[src/hdl/gfq_pkg.sv]
// types and codes shared by the team queue modules
`default_nettype none

package gfq_pkg;

   typedef enum logic [1:0] {
      OP_ASSIGN  = 2'd0,
      OP_ENQUEUE = 2'd1,
      OP_DEQUEUE = 2'd2,
      OP_CLEAR   = 2'd3
   } gfq_op_type;

   typedef enum logic [1:0] {
      ST_DONE     = 2'd0,
      ST_DEQUEUED = 2'd1,
      ST_EMPTY    = 2'd2,
      ST_FULL     = 2'd3
   } gfq_status_type;

   typedef enum logic [3:0] {
      CMD_NONE,
      CMD_CAPTURE,
      CMD_ASSIGN,
      CMD_ENQ_LOOKUP,
      CMD_ENQ_GROUP,
      CMD_ENQ_LINK,
      CMD_ENQ_TAIL,
      CMD_DEQ_ORDER,
      CMD_DEQ_GROUP,
      CMD_DEQ_NODE,
      CMD_DEQ_POP,
      CMD_SWEEP,
      CMD_RESULT
   } gfq_cmd_type;

   typedef struct packed {
      logic full;
      logic order_empty;
      logic waiting;
      logic sweep_done;
   } gfq_flags_type;

endpackage

`default_nettype wire

[src/hdl/gfq_ctrl.sv]
// sequencing state machine for the team queue
`default_nettype none

module gfq_ctrl
   import gfq_pkg::*;
(
   input  wire logic          clock,
   input  wire logic          reset,
   input  wire logic          req_valid,
   output logic               req_stall,
   input  wire logic [1:0]    req_operation,
   output logic               rsp_valid,
   input  wire logic          rsp_stall,
   output gfq_cmd_type        cmd,
   input  wire gfq_flags_type flags
);

   typedef enum logic [3:0] {
      S_SWEEP,
      S_IDLE,
      S_ASSIGN,
      S_ENQ_LOOKUP,
      S_ENQ_GROUP,
      S_ENQ_LINK,
      S_ENQ_TAIL,
      S_DEQ_ORDER,
      S_DEQ_GROUP,
      S_DEQ_NODE,
      S_DEQ_POP,
      S_RESULT
   } state_type;

   state_type state_ff, state_in;
   logic      rsp_valid_ff, rsp_valid_in;
   logic      sweep_rsp_ff, sweep_rsp_in;
   logic      load_ok;

   // output register is free or being emptied this cycle
   assign load_ok   = !rsp_valid_ff || !rsp_stall;
   assign req_stall = (state_ff != S_IDLE);
   assign rsp_valid = rsp_valid_ff;

   always_comb begin
      state_in     = state_ff;
      sweep_rsp_in = sweep_rsp_ff;
      rsp_valid_in = rsp_valid_ff && rsp_stall;
      cmd          = CMD_NONE;
      unique case (state_ff)
         S_SWEEP: begin
            cmd = CMD_SWEEP;
            if (flags.sweep_done) begin
               state_in = sweep_rsp_ff ? S_RESULT : S_IDLE;
            end
         end
         S_IDLE: begin
            if (req_valid) begin
               cmd = CMD_CAPTURE;
               unique case (gfq_op_type'(req_operation))
                  OP_ASSIGN:  state_in = S_ASSIGN;
                  OP_ENQUEUE: state_in = S_ENQ_LOOKUP;
                  OP_DEQUEUE: state_in = S_DEQ_ORDER;
                  OP_CLEAR: begin
                     state_in     = S_SWEEP;
                     sweep_rsp_in = 1'b1;
                  end
                  default:    state_in = S_IDLE;
               endcase
            end
         end
         S_ASSIGN: begin
            cmd      = CMD_ASSIGN;
            state_in = S_RESULT;
         end
         S_ENQ_LOOKUP: begin
            cmd      = CMD_ENQ_LOOKUP;
            state_in = S_ENQ_GROUP;
         end
         S_ENQ_GROUP: begin
            cmd      = CMD_ENQ_GROUP;
            state_in = flags.full ? S_RESULT : S_ENQ_LINK;
         end
         S_ENQ_LINK: begin
            cmd      = CMD_ENQ_LINK;
            state_in = flags.waiting ? S_ENQ_TAIL : S_RESULT;
         end
         S_ENQ_TAIL: begin
            cmd      = CMD_ENQ_TAIL;
            state_in = S_RESULT;
         end
         S_DEQ_ORDER: begin
            cmd      = CMD_DEQ_ORDER;
            state_in = flags.order_empty ? S_RESULT : S_DEQ_GROUP;
         end
         S_DEQ_GROUP: begin
            cmd      = CMD_DEQ_GROUP;
            state_in = S_DEQ_NODE;
         end
         S_DEQ_NODE: begin
            cmd      = CMD_DEQ_NODE;
            state_in = S_DEQ_POP;
         end
         S_DEQ_POP: begin
            cmd      = CMD_DEQ_POP;
            state_in = S_RESULT;
         end
         S_RESULT: begin
            if (load_ok) begin
               cmd          = CMD_RESULT;
               rsp_valid_in = 1'b1;
               sweep_rsp_in = 1'b0;
               state_in     = S_IDLE;
            end
         end
         default: state_in = S_SWEEP;
      endcase
   end

   always_ff @(posedge clock) begin
      if (reset) begin
         state_ff     <= S_SWEEP;
         rsp_valid_ff <= 1'b0;
         sweep_rsp_ff <= 1'b0;
      end else begin
         state_ff     <= state_in;
         rsp_valid_ff <= rsp_valid_in;
         sweep_rsp_ff <= sweep_rsp_in;
      end
   end

endmodule

`default_nettype wire

[config.mk]
export PLATFORM = sky130hd
export DESIGN_NAME = gfq_ctrl
export DESIGN_NICKNAME = d
export VERILOG_FILES = /design/src/hdl/gfq_pkg.sv /design/src/hdl/gfq_ctrl.sv
export SDC_FILE = /design/constraint.sdc
export NUM_CORES = 1
export LEC_CHECK = 0
export ABC_AREA = 1
export BUFFER_PORTS_ARGS = -buffer_cell sky130_fd_sc_hd__buf_2
export CAP_MARGIN = 20
export CORE_AREA = 2 2 39 41
export DETAILED_ROUTE_END_ITERATION = 6
export DIE_AREA = 0 0 41 43
export HOLD_SLACK_MARGIN = 0.1
export PLACE_DENSITY = 0.68
export SKIP_LAST_GASP = 1
export SLEW_MARGIN = 25
export SYNTH_ARGS = -nofsm -noshare
export SYNTH_HDL_FRONTEND = slang
export SYNTH_SLANG_ARGS = --single-unit
[constraint.sdc]
create_clock -name clock -period 3 [get_ports clock]
set_clock_uncertainty 0.2 [all_clocks]
set_input_delay 0.3 -clock clock [delete_from_list [all_inputs] [get_ports clock]]
set_output_delay 0.3 -clock clock [all_outputs]
set_load 0.05 [all_outputs]
# --- Word level (Yosys, flattened, before mapping) ---
# Cells that the tools add are included.
word_totals:
  ff_bits: 6
  input_bits: 10
op_classes:
  eq_ne: 19
  muxes: 18
  reduce_logical: 10
op_table:
  columns: ["cell", "n"]
  rows:
  - ["$pmux W4 S12", 1]
  - ["$pmux W4 S10", 1]
  - ["$mux W4", 7]
  - ["$eq A4 B3 Y1 const B", 4]
  - ["$eq A4 B4 Y1 const B", 4]
  - ["$pmux W4 S4", 1]
  - ["$eq A4 B2 Y1 const B", 2]
  - ["$ne A2 B2 Y1 const B", 4]
  - ["$mux W1", 6]
  - ["$eq A2 B2 Y1 const B", 2]
  - ["$eq A4 B1 Y1 const B", 1]
  - ["$logic_not A4 Y1", 1]
  - ["$ne A4 B1 Y1 const B", 1]
  - ["$reduce_and A4 Y1", 1]
  - ["$reduce_and A3 Y1", 1]
  - ["$reduce_or A3 Y1", 1]
  - ["$eq A2 B1 Y1 const B", 1]
  - ["$logic_not A1 Y1", 2]
  - ["$logic_not A2 Y1", 1]
  - ["$mux W2", 1]
  - ["$pmux W1 S2", 1]
  - ["$reduce_bool A2 Y1", 1]
  - ["$logic_and A1 B1 Y1", 1]
  - ["$logic_or A1 B1 Y1", 1]

# --- Logic depth before layout (Yosys ltp) ---
# Gate-level depths: netlist (run 1).
depth:
  ltp_word: 4
  ltp_mapped: 8
  mapped_depth_nobuf: 8

# --- Worst setup path after synthesis (run 1) ---
# OpenSTA, ideal clock, no wires.
synth_path:
  kind: "register -> output"
  startpoint: "register state_ff[1]"
  endpoint: "output port cmd[1]"
  arrival_time_ns: 1.582
  slack_ns: 0.918
  stages_incl_launch_ff: 3
  n_path_buf: 0
  cell_sequence: "dfxtp_1 -> inv_1 -> o21ai_0"
synth_between:
  elab_chain_len: 2
  word_cells_on_any_way: 13
  cone_classes: "eq/ne: 11; mux: 1; reduce/logical: 1"
synth_rtl:
  columns: ["element", "line", "rtl"]
  rows:
  - ["from (decl)", "gfq_ctrl.sv:33", "state_type state_ff, state_in;"]
  - ["from (signal assigned)", "gfq_ctrl.sv:124", "state_ff <= state_in;"]
  - ["$eq A4 B4 Y1, or another cell as far along", "gfq_ctrl.sv:48", "unique case (state_ff)"]
  - ["$pmux W4 S12 *", "gfq_ctrl.sv:48", null]
  - ["to (decl)", "gfq_ctrl.sv:14", "output gfq_cmd_type cmd,"]
# Every way passes the cells marked *; elsewhere a longest branch is shown, timed or not.

# --- Worst setup path after layout (run 1) ---
layout_path:
  startpoint: "register state_ff[3]"
  endpoint: "output port cmd[3]"
# The elaborated chain is that of the path after synthesis.

==> results.cfg, run 1 <==
[synth]
synth_common_cells = nand2_1, inv_1, nor2_1
synthCells = 95
synth_seq_cells = 6
async_flop_share = 0
yosysWarnings = 0
yosys.area.top_type_share = 0.2087
synth.most_common_cell = nand2_1
syn_nets = 107
yosysTopAreaCell = dfxtp_1
synthFlopType = dfxtp_1
seq_area_frac_synth = 0.2087
syn_area_sq_um = 575.6
synthDistinctLibCells = 21
synth.avg_cell_area_sq_um = 6.058
synth-edff-count = 0
synth_area_leaders = dfxtp_1, nand2_1, nor2_4

[min_path]
hold_path_depth = 2
hp-class = in2reg

[drt]
postRouteAntennaNets = 0
first_pass_iters = 5
wl_mm = 1.269
first_iter_violations = 18
wl_met3_um = 70
drc_errors = 0
top_layer = met4
post_drt_via_cell_ratio = 4.853
wl_per_cell_um = 9.837
drt-met1-wl_um = 564
wl_met2_um = 621
vias = 626

[timing]
report.final.slew_viol_count = 0
final_hold_viol_count = 0
whs_ns = 0.1055
rsz0062_at_grt = no
period_needed_ns = 2.110
finalSetupViolations = 0
tns_ns = 0
period_share = 0.7032
tightestPinTransition_ns = 0.2888
slew_headroom = 0.8072
fmax_mhz = 474.0

[grt]
grt.total_usage = 0.1752
overflow = 0
antenna_found_initial = 0
grt_max_degree = 8
grt_pass1_wl_mm = 2.152
grt_pass1_vias = 541

[die]
die_area_sq_um = 1763
die_h_um = 43
core_sq_um = 1384
rows = 14
io_pins = 16
die_w_um = 41
initial_core_util = 0.4159

[clock_tree]
cts_root_buf = clkbuf_4
numCtsBuffers = 3
clkLatencyLatePin_ns = 0.24
post_cts_buffers = 0
cts.sinks = 6
cts_resized = 0
hold_buffers = 0
cts_tree = done
clk_pin_slew_ns = 0.05
htree_levels = 1
cts_buffer_depth = 2

[run_status]
status = finished, final reports clean

[power]
power_leakage_nw = 0.3742
peakVddDrop_mv = 0.2606
power_uw = 484.9
powerDensity_nw_per_um2 = 699.5

[final_layout]
nets = 127
nFillCells = 147
drive_gt1_frac = 0.3363
area_growth_pct = 20.43
antennaDiodeCount = 0
postLayoutCoreUtil = 0.5009

[placement]
gp_congestion = 0.8661
dpl.hpwl_mm = 1.089
port_buffers = 15

[critical_path]
critical_path_required_ns = 2.50
critPathArrivalTime_ns = 1.61
r2r_cells = 7
cp_max_fo = 5
cp-end-kind = output pin
crit_path_start_kind = flip-flop
critPathKind = reg2out

[flow_run]
cap_violations = 0
## logic make-up (layout without fill, tap and decap cells)
kind of cell	after synthesis	in the layout	share of synthesized area
buffers and inverters	15	33	0.09782
flip-flops	6	6	0.2087
AO/OA/AOI/OAI	9	9	0.1087
AND/OR/NAND/NOR	63	63	0.5413
adder cells (fa/ha/maj)	2	2	0.04347
## registers in the layout (all words and copies together) (netlist names)
register      flops
state_ff          4
rsp_valid         1
sweep_rsp_ff      1
## worst max-delay path, cell delays in order, from the launching register on
cell,delay (ns)
dfxtp_1,0.47
inv_2,0.12
nor2_4,0.14
nand2_1,0.11
nor2_1,0.15
inv_1,0.07
nand3_1,0.06
buf_2,0.26
## layer usage
layer,track usage,vias up
li1,-,334
met2,0.2750,24
met4,0.04000,0
met1,0.2403,266
met5,0,-
met3,0.03141,2
## layout make-up
class,count,area (sq um),area share
clock buffers,3,22.52,0.03249
inverters,15,56.30,0.08123
multi-input cells,74,399.1,0.5758
flip-flops and latches,6,120.1,0.1733
well taps,16,20.02,0.02888
repair buffers,15,75.07,0.1083
## stage by stage
stage          worst slack [ns]  instance area [sq um]  instances
5_1_grt                  0.7304                  693.2        129
4_1_cts                  0.9032                  693.2        129
3_3_place_gp              1.177                  670.6        126
3_5_place_dp              1.164                  670.6        126
6_report                 0.8904                  693.2        129
2_1_floorplan            0.9181                  575.6         95
## cell usage in the layout (no fill, tap or decap)
cell type,netlist,layout
o21ai_1,1,1
nor3b_1,1,1
nand3b_1,1,1
a21oi_2,3,3
a21oi_1,1,1
o21ai_2,1,1
nand4_1,1,1
o21bai_1,1,1
inv_2,4,4
nor3_1,3,3
nand2_1,31,31
nand3_1,6,6
nand3_2,1,1
o21ai_0,2,2
ha_1,2,2
clkbuf_4,0,3
nor2_1,8,8
nor2_4,4,4
inv_1,11,11
buf_2,0,15
nand2_2,3,3
nor2_2,4,4
dfxtp_1,6,6
## where the power goes
group | switching, mW | leakage, nW | internal [mW]
registers | 0.0200 | 0.0488 | 0.0905
clock network | 0.0291 | 0.0138 | 0.0453
logic | 0.216 | 0.312 | 0.0842
## final timing paths
path / startpoint / end / slack (ns)
max: state_ff[3] / cmd[3] / 0.89
min: reset / state_ff[0] / 0.11
max reg2reg: state_ff[3] / state_ff[1] / 1.51
min reg2reg: rsp_valid / rsp_valid / 0.28
No activity file was read; power rests on OpenSTA's default activity.
==> run 2: changes to the inputs <==
==> constraint.sdc (replaced) <==
create_clock -name clock -period 2 [get_ports clock]
set_clock_uncertainty 0.2 [all_clocks]
set_input_delay 0.2 -clock clock [delete_from_list [all_inputs] [get_ports clock]]
set_output_delay 0.2 -clock clock [all_outputs]
set_load 0.05 [all_outputs]
==> run 2 against run 1 <==
- combinational power increased by 54%
- sequential share of layout area decreased by 0.31 points
- critical path depth unchanged
- largest cell class unchanged
- via count increased by 1.3%
- sequential power increased by 53%
- count of clock-buffer cells in the layout unchanged
- utilization increased by 2.0 points
- register-to-register slack got worse by 0.98 ns
- critical path type unchanged
==> results.cfg, run 2 (synthesis results as in run 1) <==
[grt]
grt_max_degree = 8
grt.total_usage = 0.1742
antenna_found_initial = 0
overflow = 0
grt_pass1_vias = 545
grt_pass1_wl_mm = 2.139

[drt]
first_pass_iters = 4
wl_per_cell_um = 9.916
drc_errors = 0
wl_mm = 1.299
vias = 634
first_iter_violations = 19
post_drt_via_cell_ratio = 4.840
postRouteAntennaNets = 0

[critical_path]
crit_path_start_kind = flip-flop
rrSetupSlack_ns = 0.53
cp_max_fo = 5
cp-end-kind = output pin
worstReg2RegStart = state_ff[2]
timing.rr.end = state_ff[2]
critPathKind = reg2out
critPathArrivalTime_ns = 1.46
r2r_cells = 7
critical_path_required_ns = 1.60

[placement]
dp_slack_ns = 0.2642
dpl.hpwl_mm = 1.089
gp_congestion = 0.8661
dp.cells = 126
port_buffers = 15

[timing]
final_hold_viol_count = 0
fmax_mhz = 536.4
setup_ws_ns = 0.1359
period_needed_ns = 1.864
period_share = 0.9321
rsz0062_at_grt = no
tightestPinTransition_ns = 0.2825
report.final.slew_viol_count = 0
finalSetupViolations = 0
slew_headroom = 0.8102
tns_ns = 0

[die]
core_sq_um = 1384
die_w_um = 41
die_h_um = 43
io_pins = 16
initial_core_util = 0.4159
die_area_sq_um = 1763
rows = 14

[power]
power_leakage_nw = 0.3844
p_comb_frac = 0.622
powerDensity_nw_per_um2 = 1030
internal_power_uw = 342.4
p_sw_uw = 399.5
peakVddDrop_mv = 0.4111
switching_share = 0.5385
pwr-share-clk = 0.151
seqPwrFrac = 0.226
power_uw = 742.0

[clock_tree]
cts_tree = done
cts.sinks = 6
numCtsBuffers = 3
cts_buffer_depth = 2
cts_root_buf = clkbuf_4
clkLatencyLatePin_ns = 0.25
htree_levels = 1
clk_pin_slew_ns = 0.05

[min_path]
hold_path_depth = 5
hp-start = flags[0]
hp-class = in2reg
hold_end = state_ff[2]

[final_layout]
nFillCells = 139
regArea_sq_um = 122.6
fin_cells = 131
drive_gt1_frac = 0.3478
final_common_cell = nand2_1
area_growth_pct = 25.22
final_cell_mix = nand2_1, buf_2, inv_1
largest_reg_flops = 4
antennaDiodeCount = 0
nets = 129
regMostFlops = state_ff
multi_input_area_sq_um = 399.1

[run_status]
status = finished, final reports clean

[flow_run]
cap_violations = 0
## run 2: cell types whose count changed in the layout (fill, tap and decap cells not counted), sizes merged
cell / before / now
dlygate4sd3: 0 / 2
## run 2: area by class of cell
cell class              count  area share
multi-input cells          74      0.5538
flip-flops and latches      6      0.1701
repair buffers             17      0.1389
inverters                  15     0.07813
well taps                  16     0.02778
clock buffers               3     0.03125
## run 2: through the flow
step                      hold slack, ns  instance area [sq um]  utilization
after floorplan                  0.06244                  575.6            -
after global placement            0.2528                  670.6       0.4846
after detailed placement          0.2547                  670.6       0.4846
after CTS                         0.1854                  713.2       0.5154
after global routing              0.2101                  720.7       0.5208
final                             0.1891                  720.7       0.5208
## run 2: how the worst max path moves through the flow
stage	startpoint	to	slack, ns	cells after the start
2_1_floorplan	state_ff[1]	cmd[1]	0.02	2
3_3_place_gp	state_ff[3]	cmd[3]	0.28	7
3_5_place_dp	state_ff[3]	cmd[3]	0.26	7
4_1_cts	state_ff[3]	cmd[3]	0.003	7
5_1_grt	state_ff[3]	cmd[3]	0.02	7
6_report	state_ff[1]	cmd[3]	0.14	7
## run 2: worst max-delay path, stage by stage, from the launching register on
cell	delay, ns
dfxtp_1	0.43
nand2_1	0.12
inv_2	0.10
nand2_1	0.09
nor2_1	0.15
inv_1	0.07
nand3_1	0.06
buf_4	0.19
## run 2: metal layers
layer  wire (um)  GRT usage  share of wire  vias to the layer above
li1            -          -              -                      339
met1         589     0.2338           0.45                      275
met4           9    0.04000         0.0069                        0
met2         632     0.2781           0.49                       18
met3          67    0.03141          0.052                        2
met5           0          0              0                        -
## run 2: timing repair
action	in CTS	in global routing
buffers inserted	0	0
endpoints found under the setup margin	0	3
resized for setup	0	6
hold endpoints to repair	6	0
hold buffers	2	0
## run 2: power groups by stage
stage | Combinational, mW | Clock (mW) | Sequential (mW)
3_3_place_gp | 0.451 | 0 | 0.167
2_1_floorplan | 0.363 | 0 | 0.162
5_1_grt | 0.506 | 0.119 | 0.170
3_5_place_dp | 0.451 | 0 | 0.167
4_1_cts | 0.454 | 0.113 | 0.165
6_report | 0.462 | 0.112 | 0.168
